==> config.mk <==
export PLATFORM = sky130hd
export DESIGN_NAME = heap_allocation_map_engine
export DESIGN_NICKNAME = d
export VERILOG_FILES = /design/src/hamap_pkg.sv /design/src/hamap_ram.sv /design/src/hamap_seq.sv /design/src/heap_allocation_map_engine.sv
export SDC_FILE = /design/constraint.sdc
export NUM_CORES = 2
export LEC_CHECK = 0
export ABC_AREA = 1
export ABC_CLOCK_PERIOD_IN_PS = 48300
export BUFFER_PORTS_ARGS = -buffer_cell sky130_fd_sc_hd__buf_2
export CAP_MARGIN = 40
export CELL_PAD_IN_SITES_DETAIL_PLACEMENT = 1
export CELL_PAD_IN_SITES_GLOBAL_PLACEMENT = 1
export CORE_ASPECT_RATIO = 1.1
export CORE_MARGIN = 8
export CORE_UTILIZATION = 57
export CTS_BUF_LIST = sky130_fd_sc_hd__clkbuf_16
export DETAILED_ROUTE_END_ITERATION = 12
export PLACE_DENSITY_LB_ADDON = 0.1
export SYNTH_ARGS = -nofsm -noshare
export SYNTH_HDL_FRONTEND = slang
export SYNTH_SLANG_ARGS = --single-unit
==> constraint.sdc <==
create_clock -name clk -period 48.3 [get_ports clk]
set_input_delay 9.66 -clock clk [delete_from_list [all_inputs] [get_ports clk]]
set_output_delay 9.66 -clock clk [all_outputs]
set_load 0.01 [all_outputs]
==> src/hamap_pkg.sv <==
package hamap_pkg;

	localparam int ADDR_W    = 16;
	localparam int LEN_W     = 11;
	localparam int OWN_W     = 4;
	localparam int BYTE_W    = 8;
	localparam int CFG_W     = 16;
	localparam int CFG_IDX_W = 1;

	typedef enum logic [1:0] {
		CMD_MARK     = 2'd0,
		CMD_FREE     = 2'd1,
		CMD_FREE_ALL = 2'd2,
		CMD_QUERY    = 2'd3
	} cmd_t;

	typedef enum logic [1:0] {
		ST_OK        = 2'd0,
		ST_OUTSIDE   = 2'd1,
		ST_NOT_OWNER = 2'd2,
		ST_EXCEEDS   = 2'd3
	} status_t;

	localparam logic [CFG_IDX_W-1:0] CFG_USE_START = 1'b0;
	localparam logic [CFG_IDX_W-1:0] CFG_USE_SIZE  = 1'b1;

	localparam logic [OWN_W-1:0] NIB_FREE = 4'h0;
	localparam logic [OWN_W-1:0] NIB_CONT = 4'hF;

	localparam logic [LEN_W-1:0] USE_SIZE_RST = 11'd1024;

	typedef struct packed {
		cmd_t             cmd;
		logic [ADDR_W-1:0] addr;
		logic [LEN_W-1:0]  length;
		logic [OWN_W-1:0]  owner;
	} req_t;

	typedef struct packed {
		status_t           status;
		logic [ADDR_W-1:0] chunk_start;
		logic [LEN_W-1:0]  chunk_size;
		logic [OWN_W-1:0]  chunk_owner;
	} rsp_t;

	// one command as handed to the sequencer, area already resolved
	typedef struct packed {
		cmd_t              cmd;
		logic              in_area;
		logic [LEN_W-1:0]  off;
		logic [LEN_W-1:0]  n;
		logic [ADDR_W-1:0] addr;
		logic [ADDR_W-1:0] base;
		logic [LEN_W-1:0]  length;
		logic [OWN_W-1:0]  owner;
	} job_t;

	typedef struct packed {
		logic idle;
		logic done;
	} seq_stat_t;

endpackage

==> src/hamap_ram.sv <==
module hamap_ram #(
	parameter int WIDTH = 8,
	parameter int DEPTH = 512,
	localparam int AW = (DEPTH > 1) ? $clog2(DEPTH) : 1
) (
	input  logic             clk,
	input  logic             we,
	input  logic [AW-1:0]    waddr,
	input  logic [WIDTH-1:0] wdata,
	input  logic [AW-1:0]    raddr,
	output logic [WIDTH-1:0] rdata
);

	logic [WIDTH-1:0] mem_q [DEPTH];
	logic [WIDTH-1:0] rdata_q;

	always_ff @(posedge clk) begin
		if (we) begin
			mem_q[waddr] <= wdata;
		end
		rdata_q <= mem_q[raddr];
	end

	assign rdata = rdata_q;

endmodule

==> src/hamap_seq.sv <==
module hamap_seq import hamap_pkg::*; #(
	parameter int MAP_BYTES = 512,
	localparam int IDX_W = (MAP_BYTES > 1) ? $clog2(MAP_BYTES) : 1
) (
	input  logic              clk,
	input  logic              arst_n,
	input  logic              start,
	input  job_t              job,
	input  logic              res_take,
	output seq_stat_t         stat,
	output rsp_t              res,
	output logic              mem_we,
	output logic [IDX_W-1:0]  mem_waddr,
	output logic [BYTE_W-1:0] mem_wdata,
	output logic [IDX_W-1:0]  mem_raddr,
	input  logic [BYTE_W-1:0] mem_rdata
);

	typedef enum logic [8:0] {
		S_CLEAR = 9'b000000001,
		S_IDLE  = 9'b000000010,
		S_START = 9'b000000100,
		S_BACK  = 9'b000001000,
		S_ZBACK = 9'b000010000,
		S_FWD   = 9'b000100000,
		S_MARK  = 9'b001000000,
		S_ALL   = 9'b010000000,
		S_DONE  = 9'b100000000
	} state_t;

	state_t            state_q, state_d;
	logic [IDX_W-1:0]  clr_q, clr_d;
	logic              rd_q;
	job_t              job_q, job_d;
	logic [LEN_W-1:0]  cur_q, cur_d;
	logic [LEN_W-1:0]  cnt_q, cnt_d;
	logic [LEN_W-1:0]  h_q, h_d;
	logic              flag_q, flag_d;
	status_t           st_q, st_d;
	logic [ADDR_W-1:0] cs_q, cs_d;
	logic [OWN_W-1:0]  own_q, own_d;

	logic              phase;
	logic              step_back;
	logic [LEN_W-1:0]  cur_step;
	logic [LEN_W-1:0]  cnt_inc;
	logic [LEN_W-1:0]  len_e;
	logic              end_past;
	logic [OWN_W-1:0]  v;
	logic [OWN_W-1:0]  wnib;
	logic              free_now;
	logic              all_hit;

	function automatic status_t own_chk(input cmd_t cmd, input logic [OWN_W-1:0] own,
			input logic [OWN_W-1:0] who);
		return (cmd == CMD_FREE && own != who) ? ST_NOT_OWNER : ST_OK;
	endfunction

	assign phase = (state_q == S_BACK) || (state_q == S_ZBACK) || (state_q == S_FWD) ||
		(state_q == S_MARK) || (state_q == S_ALL);
	assign step_back = (state_q == S_BACK) || (state_q == S_ZBACK);

	// the one cursor stepper, forwards or backwards over nibble offsets
	assign cur_step = cur_q + (step_back ? {LEN_W{1'b1}} : LEN_W'(1));
	assign cnt_inc  = cnt_q + LEN_W'(1);

	assign len_e    = (job_q.length == '0) ? LEN_W'(1) : job_q.length;
	assign end_past = ({1'b0, job_q.off} + {1'b0, len_e}) > {1'b0, job_q.n};

	// even offset in the high nibble
	assign v = cur_q[0] ? mem_rdata[3:0] : mem_rdata[7:4];

	assign free_now = (job_q.cmd == CMD_FREE) && (own_q == job_q.owner);
	assign all_hit  = (flag_q && v == NIB_CONT) ||
		(v == job_q.owner && job_q.owner != NIB_FREE &&
		(job_q.owner != NIB_CONT || cur_q == '0));

	assign mem_raddr = IDX_W'(cur_q >> 1);
	assign mem_waddr = (state_q == S_CLEAR) ? clr_q : mem_raddr;
	assign mem_wdata = (state_q == S_CLEAR) ? '0 :
		(cur_q[0] ? {mem_rdata[7:4], wnib} : {wnib, mem_rdata[3:0]});

	always_comb begin
		state_d = state_q;
		clr_d   = clr_q;
		job_d   = job_q;
		cur_d   = cur_q;
		cnt_d   = cnt_q;
		h_d     = h_q;
		flag_d  = flag_q;
		st_d    = st_q;
		cs_d    = cs_q;
		own_d   = own_q;
		mem_we  = 1'b0;
		wnib    = NIB_FREE;
		unique case (state_q)
			S_CLEAR: begin
				mem_we = 1'b1;
				clr_d  = clr_q + IDX_W'(1);
				if (clr_q == IDX_W'(MAP_BYTES - 1)) begin
					state_d = S_IDLE;
				end
			end
			S_IDLE: begin
				if (start) begin
					job_d   = job;
					state_d = S_START;
				end
			end
			S_START: begin
				cnt_d  = '0;
				st_d   = ST_OK;
				cs_d   = '0;
				own_d  = NIB_FREE;
				flag_d = 1'b1;
				if (job_q.cmd == CMD_FREE_ALL) begin
					cs_d    = job_q.base;
					own_d   = job_q.owner;
					cur_d   = '0;
					flag_d  = 1'b0;
					state_d = (job_q.n == '0) ? S_DONE : S_ALL;
				end else if (!job_q.in_area) begin
					st_d    = ST_OUTSIDE;
					state_d = S_DONE;
				end else if (job_q.cmd == CMD_MARK) begin
					if (job_q.owner == NIB_FREE || job_q.owner == NIB_CONT) begin
						st_d    = ST_NOT_OWNER;
						state_d = S_DONE;
					end else if (end_past) begin
						st_d    = ST_EXCEEDS;
						state_d = S_DONE;
					end else begin
						cs_d    = job_q.addr;
						own_d   = job_q.owner;
						cur_d   = job_q.off;
						state_d = S_MARK;
					end
				end else begin
					cur_d   = job_q.off;
					state_d = S_BACK;
				end
			end
			S_BACK: begin
				if (rd_q) begin
					flag_d = 1'b0;
					if (flag_q && v == NIB_FREE) begin
						// free byte: walk back over the free run
						h_d = cur_q;
						if (cur_q == '0) begin
							cs_d    = job_q.base + ADDR_W'(cur_q);
							own_d   = NIB_FREE;
							st_d    = own_chk(job_q.cmd, NIB_FREE, job_q.owner);
							state_d = S_DONE;
						end else begin
							cur_d   = cur_step;
							state_d = S_ZBACK;
						end
					end else if (v == NIB_CONT && cur_q != '0) begin
						cur_d = cur_step;
					end else begin
						cs_d    = job_q.base + ADDR_W'(cur_q);
						own_d   = v;
						st_d    = own_chk(job_q.cmd, v, job_q.owner);
						state_d = (v == NIB_FREE) ? S_DONE : S_FWD;
					end
				end
			end
			S_ZBACK: begin
				if (rd_q) begin
					if (v == NIB_FREE && cur_q != '0) begin
						h_d   = cur_q;
						cur_d = cur_step;
					end else begin
						cs_d    = job_q.base + ADDR_W'((v == NIB_FREE) ? cur_q : h_q);
						own_d   = NIB_FREE;
						st_d    = own_chk(job_q.cmd, NIB_FREE, job_q.owner);
						state_d = S_DONE;
					end
				end
			end
			S_FWD: begin
				if (rd_q) begin
					if (cnt_q == '0 || v == NIB_CONT) begin
						cnt_d  = cnt_inc;
						mem_we = free_now;
						if (cur_step == job_q.n) begin
							state_d = S_DONE;
						end else begin
							cur_d = cur_step;
						end
					end else begin
						state_d = S_DONE;
					end
				end
			end
			S_MARK: begin
				if (rd_q) begin
					mem_we = 1'b1;
					wnib   = (cnt_q == '0) ? job_q.owner : NIB_CONT;
					cnt_d  = cnt_inc;
					if (cnt_inc == len_e) begin
						state_d = S_DONE;
					end else begin
						cur_d = cur_step;
					end
				end
			end
			S_ALL: begin
				if (rd_q) begin
					// flag marks an open chunk whose continuation bytes go too
					flag_d = all_hit;
					if (all_hit) begin
						mem_we = 1'b1;
						cnt_d  = cnt_inc;
					end
					if (cur_step == job_q.n) begin
						state_d = S_DONE;
					end else begin
						cur_d = cur_step;
					end
				end
			end
			S_DONE: begin
				if (res_take) begin
					state_d = S_IDLE;
				end
			end
			default: begin
				state_d = S_IDLE;
			end
		endcase
	end

	always_ff @(posedge clk or negedge arst_n) begin
		if (!arst_n) begin
			state_q <= S_CLEAR;
			clr_q   <= '0;
			rd_q    <= 1'b0;
		end else begin
			state_q <= state_d;
			clr_q   <= clr_d;
			// rd_q alternates: issue the read, then use the registered byte
			rd_q    <= phase && !rd_q;
		end
	end

	always_ff @(posedge clk) begin
		job_q  <= job_d;
		cur_q  <= cur_d;
		cnt_q  <= cnt_d;
		h_q    <= h_d;
		flag_q <= flag_d;
		st_q   <= st_d;
		cs_q   <= cs_d;
		own_q  <= own_d;
	end

	assign stat.idle = (state_q == S_IDLE);
	assign stat.done = (state_q == S_DONE);

	assign res.status      = st_q;
	assign res.chunk_start = cs_q;
	assign res.chunk_size  = cnt_q;
	assign res.chunk_owner = own_q;

endmodule

==> src/heap_allocation_map_engine.sv <==
// Nibble heap allocation map: one 4-bit entry per usable heap byte, two per map byte.
// Requests arrive on req (valid/ready), one beat per command; every command gives
// exactly one beat on rsp (valid/ready). The config port (cfg_we, cfg_idx,
// cfg_wdata) sets use_start and use_size; the user must write it only while the
// block idles, as the block itself does not enforce this. Commands are handled one
// at a time by a sequencer that steps a single cursor over the map, reading the
// byte of each nibble visited and then using it (read-modify-write when it writes),
// since the map RAM has one registered read port and one write port.
// Nibbles visited per command: none for an outside address or a refused mark;
// len for a mark; for query/free the walk back to the chunk head and the walk
// forward over the chunk up to one nibble past its end; the whole area for free
// all (area length up to 2*MAP_BYTES).
// req_ready rises with response valid when the output register is free.
// A new request is taken as soon as the result has moved to the output register,
// so a stalled receiver holds one finished result while the next command runs;
// a second finished result waits in the sequencer and blocks further requests.
// After reset the map is cleared, one byte per cycle, with req_ready low; the
// config registers take use_start 0 and use_size 1024 at once.
module heap_allocation_map_engine import hamap_pkg::*; #(
	parameter int MAP_BYTES = 512
) (
	input  logic                 clk,
	input  logic                 arst_n,
	input  logic                 cfg_we,
	input  logic [CFG_IDX_W-1:0] cfg_idx,
	input  logic [CFG_W-1:0]     cfg_wdata,
	input  logic                 req_valid,
	output logic                 req_ready,
	input  req_t                 req,
	output logic                 rsp_valid,
	input  logic                 rsp_ready,
	output rsp_t                 rsp
);

	localparam int IDX_W   = (MAP_BYTES > 1) ? $clog2(MAP_BYTES) : 1;
	localparam int MAX_NIB = 2 * MAP_BYTES;

	logic [ADDR_W-1:0] use_start_q;
	logic [LEN_W-1:0]  use_size_q;
	logic              ov_q;
	rsp_t              rsp_q;

	logic [ADDR_W:0]   lim;
	logic [LEN_W-1:0]  area_n;
	logic [ADDR_W-1:0] off;
	job_t              job;
	seq_stat_t         stat;
	rsp_t              res;
	logic              take;
	logic              start;

	logic              mem_we;
	logic [IDX_W-1:0]  mem_waddr;
	logic [BYTE_W-1:0] mem_wdata;
	logic [IDX_W-1:0]  mem_raddr;
	logic [BYTE_W-1:0] mem_rdata;

	always_ff @(posedge clk or negedge arst_n) begin
		if (!arst_n) begin
			use_start_q <= '0;
			use_size_q  <= USE_SIZE_RST;
		end else if (cfg_we) begin
			unique case (cfg_idx)
				CFG_USE_START: use_start_q <= cfg_wdata;
				CFG_USE_SIZE:  use_size_q  <= cfg_wdata[LEN_W-1:0];
				default: ;
			endcase
		end
	end

	// area length: use_size, capped by the map and by the top of address space
	always_comb begin
		lim    = {1'b1, {ADDR_W{1'b0}}} - {1'b0, use_start_q};
		area_n = use_size_q;
		if (32'(use_size_q) > MAX_NIB) begin
			area_n = LEN_W'(MAX_NIB);
		end
		if ((ADDR_W + 1)'(area_n) > lim) begin
			area_n = lim[LEN_W-1:0];
		end
	end

	assign off = req.addr - use_start_q;

	always_comb begin
		job.cmd     = req.cmd;
		job.in_area = (req.addr >= use_start_q) && (off < ADDR_W'(area_n));
		job.off     = off[LEN_W-1:0];
		job.n       = area_n;
		job.addr    = req.addr;
		job.base    = use_start_q;
		job.length  = req.length;
		job.owner   = req.owner;
	end

	assign req_ready = stat.idle;
	assign start     = req_valid && req_ready;
	assign take      = !ov_q || rsp_ready;

	hamap_seq #(
		.MAP_BYTES(MAP_BYTES)
	) u_seq (
		.clk      (clk),
		.arst_n   (arst_n),
		.start    (start),
		.job      (job),
		.res_take (take),
		.stat     (stat),
		.res      (res),
		.mem_we   (mem_we),
		.mem_waddr(mem_waddr),
		.mem_wdata(mem_wdata),
		.mem_raddr(mem_raddr),
		.mem_rdata(mem_rdata)
	);

	hamap_ram #(
		.WIDTH(BYTE_W),
		.DEPTH(MAP_BYTES)
	) u_map (
		.clk  (clk),
		.we   (mem_we),
		.waddr(mem_waddr),
		.wdata(mem_wdata),
		.raddr(mem_raddr),
		.rdata(mem_rdata)
	);

	// output register parts the sequencer from a stalled receiver
	always_ff @(posedge clk or negedge arst_n) begin
		if (!arst_n) begin
			ov_q <= 1'b0;
		end else if (stat.done && take) begin
			ov_q <= 1'b1;
		end else if (rsp_ready) begin
			ov_q <= 1'b0;
		end
	end

	always_ff @(posedge clk) begin
		if (stat.done && take) begin
			rsp_q <= res;
		end
	end

	assign rsp_valid = ov_q;
	assign rsp       = rsp_q;

endmodule

# Word-level counts from Yosys, hierarchy flattened
# Memory sizes are Yosys's and may differ from the RTL's. A register that Yosys moved wholly into a read port is not among the register bits.
# Cells that the tools add are included.
# totals
ff_bits	208
latch_bits	0
ram_bits	4096
romBits	0
in_bits	55
out_inout_bits	35
word_cells	246
memories	1
# memory_table
memory	depth	width	rd	rd_clocked_by_memory_dff	write_ports	line_no	text
u_map.mem_q	512	8	1	1	1	hamap_ram.sv:14	logic [WIDTH-1:0] mem_q [DEPTH];
# classes
add_sub_neg	8
mul	0
div_mod_pow	0
n_lt_le_gt_ge	5
eq_ne	42
shifts	0
n_mux	116
bitwise_logic	1
reduce_logical	48
# ops
op	n
two-way mux 11 bit	31
two-way mux 9 bit	23
two-way mux 16 bit	11
one-hot mux 9 bit (9 select lines)	1
one-hot mux 11 bit (6 select lines)	1
two-way mux 4 bit	15
one-hot mux 16 bit (3 select lines)	1
zero test 11 bit	4
one-hot mux 11 bit (4 select lines)	1
two-way mux 2 bit	13
== test 11 bit	2
one-hot mux 11 bit (2 select lines)	1
== test 9 bit (second input constant)	2
> comparator 11 x 17 -> 1 bit	1
subtractor 17 x 16 -> 17 bit (first input constant)	1
adder 16 x 11 -> 16 bit	1
adder 16 bit	1
>= comparator 16 bit	1
less-than comparator 16 x 11 -> 1 bit	1
two-way mux 8 bit	2
inequality test 2 x 1 -> 1 bit (second input constant)	8
subtractor 16 bit	1
inequality test 2 bit (second input constant)	7
AND reduction 14 bit	1
44 further kinds	89

# Depth between registers and ports, before layout
# depth
depth_word	10
ltp_mapped	30
mapped_depth_nobuf	30

# By module
# A second synthesis with hierarchy kept.
# unflattened
cells_unflattened	15421
area_unflattened_um2	179812.5
# modules_own_cells
mod	n_inst	cells_per_inst	area_per_inst_um2	seq_area_each_um2
hamap_ram	1	13891	166728.7	123158.1
hamap_seq	1	1076	9253.9	4320.4
heap_allocation_map_engine	1	454	3829.9	1692.9

# Worst setup path before layout
# OpenSTA, ideal clock, no wires.
# synth_path
kind	flip-flop to flip-flop
startpoint	reg u_seq.state_q[3]
endpoint	mem u_map.mem_q[0][4] (data pin)
setup_time_ns	2.951
t_arrival_ns	15.110
t_required_ns	45.349
setup_slack_ns	30.239
path_stages_with_launch	10
n_path_buf	0
period_less_slack_ns	18.061
cell_sequence	dfrtp_1 -> nor2_1 -> nand2_1 -> nor2_1 -> nand4_1 -> inv_1 -> nand2_1 -> a21oi_1 -> o21ai_0 -> a21oi_1
# synth_via
elab_chain_len	4
word_cells_on_any_way	5
classes_between	eq/ne (2); mux (3)
# synth_lines
item	line_no	text
start, declared	hamap_seq.sv:31	state_t state_q, state_d;
start signal, assigned	hamap_seq.sv:240	state_q <= state_d;
== test 9 x 7 -> 1 bit	hamap_seq.sv:96	unique case (state_q)
two-way mux 4 bit	hamap_seq.sv:96	
two-way mux 8 bit	hamap_seq.sv:81	(cur_q[0] ? {mem_rdata[7:4], wnib} : {wnib, mem_rdata[3:0]});
two-way mux 8 bit *	hamap_seq.sv:80	assign mem_wdata = (state_q == S_CLEAR) ? '0 :
net mem_wdata[4]	heap_allocation_map_engine.sv:54	logic [BYTE_W-1:0] mem_wdata;
end, declared	hamap_ram.sv:14	
# The timed path passes the listed nets; every way through them passes the cells marked *.

# Worst setup path in the final report
# layout_path
startpoint	reg u_seq.state_q[7]
endpoint	out req_ready
# layout_via
elab_chain_len	1
# layout_lines
item	line_no	text
== test 9 x 2 -> 1 bit	hamap_seq.sv:258	assign stat.idle = (state_q == S_IDLE);
end, declared	heap_allocation_map_engine.sv:28	output logic req_ready,
# No other way between the ends.

==> results.sh <==
export IMPL_setup_violations=0
export IMPL_start_util_pct=57.15
export IMPL_fin_cells=18100
export IMPL_crit_path_max_fanout=5
export IMPL_synth_edf_count=4257
export IMPL_worstPathArrival_ps=2650
export IMPL_cts_resized=0
export IMPL_final_antenna_net_count=0
export IMPL_seqPwrFrac_pct=42.0
export IMPL_yosysWarnings=0
export IMPL_clockBufferDepth=4
export IMPL_multiInputGateArea_um2=40710
export IMPL_holdWs_ps=422.1
export IMPL_mostFrequentLayoutCells="edfxtp_1 (4,257), nor2_1 (3,052), o21ai_0 (2,531)"
export IMPL_layout_nets=13770
export IMPL_clock_power_share_pct=30.1
export IMPL_syn_to_final_growth_pct=10.84
export IMPL_dpl_cell_area_um2=179400
export IMPL_cts_tree="done"
export IMPL_cts_root_buf="clkbuf_16"
export IMPL_synth_ff_type="edfxtp_1"
export IMPL_critPathRequiredTime_ps=38640
export IMPL_place_inst=17270
export IMPL_fmaxAchievable_mhz=81.25
export IMPL_synth_cells=13790
export IMPL_vdd_drop_max_uv=77.16
export IMPL_utilization_pct=63.35
export IMPL_dr_pass1_iters=6
export IMPL_h_tree_depth=5
export IMPL_finalMaxSlewViolations=0
export IMPL_p_comb_share_pct=27.9
export IMPL_grt_usage_pct=34.72
export IMPL_cts_sinks=4312
export IMPL_p_leak_nw=62.98
export IMPL_gp_congestion=0.8690
export IMPL_hold_path_class="reg2reg"
export IMPL_post_cts_buffers=0
export IMPL_gr_total_overflow=0
export IMPL_grt_pass1_vias=126100
export IMPL_finalHoldViolations=0
export IMPL_maxCapViolations=0
export IMPL_routed_wl_mm=581.1
export IMPL_routed_via_density=6.726
export IMPL_run_status="complete, no violations"
export IMPL_wire_per_inst_um=32.11
export IMPL_fin_area_um2=193500
export IMPL_ios=90
export IMPL_regArea_um2=129200
export IMPL_cts_hold_buf=0
export IMPL_grt_setup_unrepaired="false"
export IMPL_ys_ff_latch=4312
export IMPL_worst_slack_ps=35990
export IMPL_drt_iter0_drc=14690
export IMPL_fp_dieH_um=596.4
export IMPL_crit_path_start="u_seq.state_q[7]$_DFFE_PN0P_"
export IMPL_p_int_mw=7.145
export IMPL_final_common_cell="edfxtp_1"
export IMPL_core_rowCount=213
export IMPL_syn_avg_cell_area_um2=12.66
export IMPL_r2r_start="u_seq.cur_q[1]$_DFFE_PP_"
export IMPL_syn_area_um2=174600
export IMPL_critical_path_class="reg2out"
export IMPL_grt_first_pass_wirelength_mm=842.3
export IMPL_dpl_hpwl_mm=336.8
export IMPL_drive_gt1_share_pct=7.729
export IMPL_finalCritPeriodShare_pct=25.48
export IMPL_power_total_mw=11.07
export IMPL_clkLatencyLatePin_ps=1000
export IMPL_pre_cts_ws_ps=35410
export IMPL_async_flop_share_pct=1.090
export IMPL_p_sw_share_pct=35.46
export IMPL_synthesis_nets=13930
export IMPL_netSwitchingPower_mw=3.925
export IMPL_cts_buffers=427
export IMPL_slew_headroom_pct=19.59
export IMPL_grt_max_degree=209
export IMPL_dieArea_um2=324200
export IMPL_die_width_um=543.6
export IMPL_fillers=29290
export IMPL_yosysSeqAreaShare_pct=74.00
export IMPL_fin_tns_setup_ps=0
export IMPL_path_clk_slew_ps=60
export IMPL_hold_start="u_seq.st_q[1]$_DFFE_PP_"
export IMPL_design_core_area_um2=305400
export IMPL_tightestPinTransition_ps=1206
export IMPL_drc=0
export IMPL_fin_crit_ps=12310
export IMPL_port_buffers=89
export IMPL_antenna_found_initial=38
export IMPL_synth_cell_types=50
export IMPL_vias=121700
export IMPL_power_density_nw_per_um2=57.21
export IMPL_worstSetupStartpointType="register"
export IMPL_skew_ps=43.41
export IMPL_endpoint_kind="output port"
==> final timing paths <==
path	to	slack, ps	depth (start not counted)
min reg2reg	rsp[32]$_DFFE_PP_	420	0
max in group asynchronous	use_start_q[12]$_DFFE_PN0P_	38940	2
max	req_ready	35990	4
max reg2reg	u_map.rdata[5]$_DFF_P_	41530	15
min	rsp[32]$_DFFE_PP_	420	0
min in group asynchronous	rsp_valid$_DFFE_PN0P_	8820	2
==> state kept, by name, indices dropped and copies added (netlist names) <==
register / count
u_map.mem_q: 4096
u_seq.job_q: 72
u_seq.own_q: 4
u_seq.state_q: 9
rsp: 33
u_seq.cs_q: 16
u_seq.h_q: 11
u_seq.clr_q: 9
u_seq.cur_q: 11
u_seq.rd_q: 1
u_map.rdata: 8
u_seq.cnt_q: 11
u_seq.st_q: 2
rsp_valid: 1
use_size_q: 11
use_start_q: 16
u_seq.flag_q: 1
==> per-layer routing <==
metal  vias to the layer above  routed length, µm  GRT usage (%)
met5                         -                141              0
met4                        22              32670          17.50
met3                      1542              55770          7.073
met2                      7006             277800          56.42
met1                     62260             214700          44.79
li1                      50870                  -              -
==> power by group through the flow <==
stage	logic, mW	registers (mW)	clock network (mW)
6_report	3.09	4.65	3.34
3_3_place_gp	2.77	4.73	0
3_5_place_dp	2.98	4.72	0
5_1_grt	3.25	4.65	3.46
4_1_cts	3.02	4.64	3.35
2_1_floorplan	1.64	5.06	0
==> cells in the mapped netlist, types with 6 or more instances <==
library cell / instances / area share [%]
o22ai_1: 821 / 2.9
a31oi_1: 10 / 0.036
dfrtp_1: 45 / 0.65
nor2_2: 7 / 0.025
ha_1: 84 / 0.60
o31ai_1: 9 / 0.039
o221ai_1: 322 / 1.6
clkinv_1: 6 / 0.013
nor4_1: 9 / 0.032
a22oi_1: 8 / 0.034
xor2_1: 59 / 0.30
clkbuf_1: 785 / 1.7
nand2_1: 604 / 1.3
dfxtp_1: 8 / 0.092
nor3_1: 59 / 0.17
nand3_1: 206 / 0.59
buf_2: 177 / 0.51
buf_1: 38 / 0.082
o211ai_1: 125 / 0.54
inv_1: 243 / 0.52
edfxtp_1: 4257 / 73
xnor2_1: 22 / 0.11
nor2_1: 3060 / 6.6
mux2_2: 11 / 0.071
nand4_1: 26 / 0.093
a21oi_1: 190 / 0.54
a211oi_1: 6 / 0.026
a21boi_0: 8 / 0.034
or2_2: 7 / 0.025
o21ai_0: 2532 / 7.3
==> final cells by class <==
| class | count | area share, % |
|---|---|---|
| Clock inverter | 355 | 1.516 |
| Antenna cell | 23 | 0.02975 |
| Sequential cell | 4312 | 66.76 |
| Clock buffer | 436 | 5.639 |
| Multi-Input combinational cell | 8221 | 21.04 |
| Inverter | 253 | 0.5070 |
| Timing Repair Buffer | 410 | 1.869 |
| Tap cell | 4085 | 2.642 |
==> kinds of logic (layout without fill, tap and decap cells) <==
kind of cell | Yosys count | in the layout | synth area share (%)
flip-flops | 4312 | 4312 | 74.00
multiplexers | 11 | 11 | 0.07096
buffers and inverters | 1257 | 1454 | 2.838
AND/OR/NAND/NOR | 3988 | 3988 | 8.861
adder cells (fa/ha/maj) | 88 | 88 | 0.6480
other | 0 | 23 | 0
XOR/XNOR | 82 | 82 | 0.4193
AO/OA/AOI/OAI | 4052 | 4052 | 13.16
==> critical path, stage by stage, from the launching register on <==
cell and delay [ps]:
dfrtp_1 410, nor2_1 290, nand2_1 200, nor4_1 540, buf_2 250
Power figures use the tool's default switching activity.
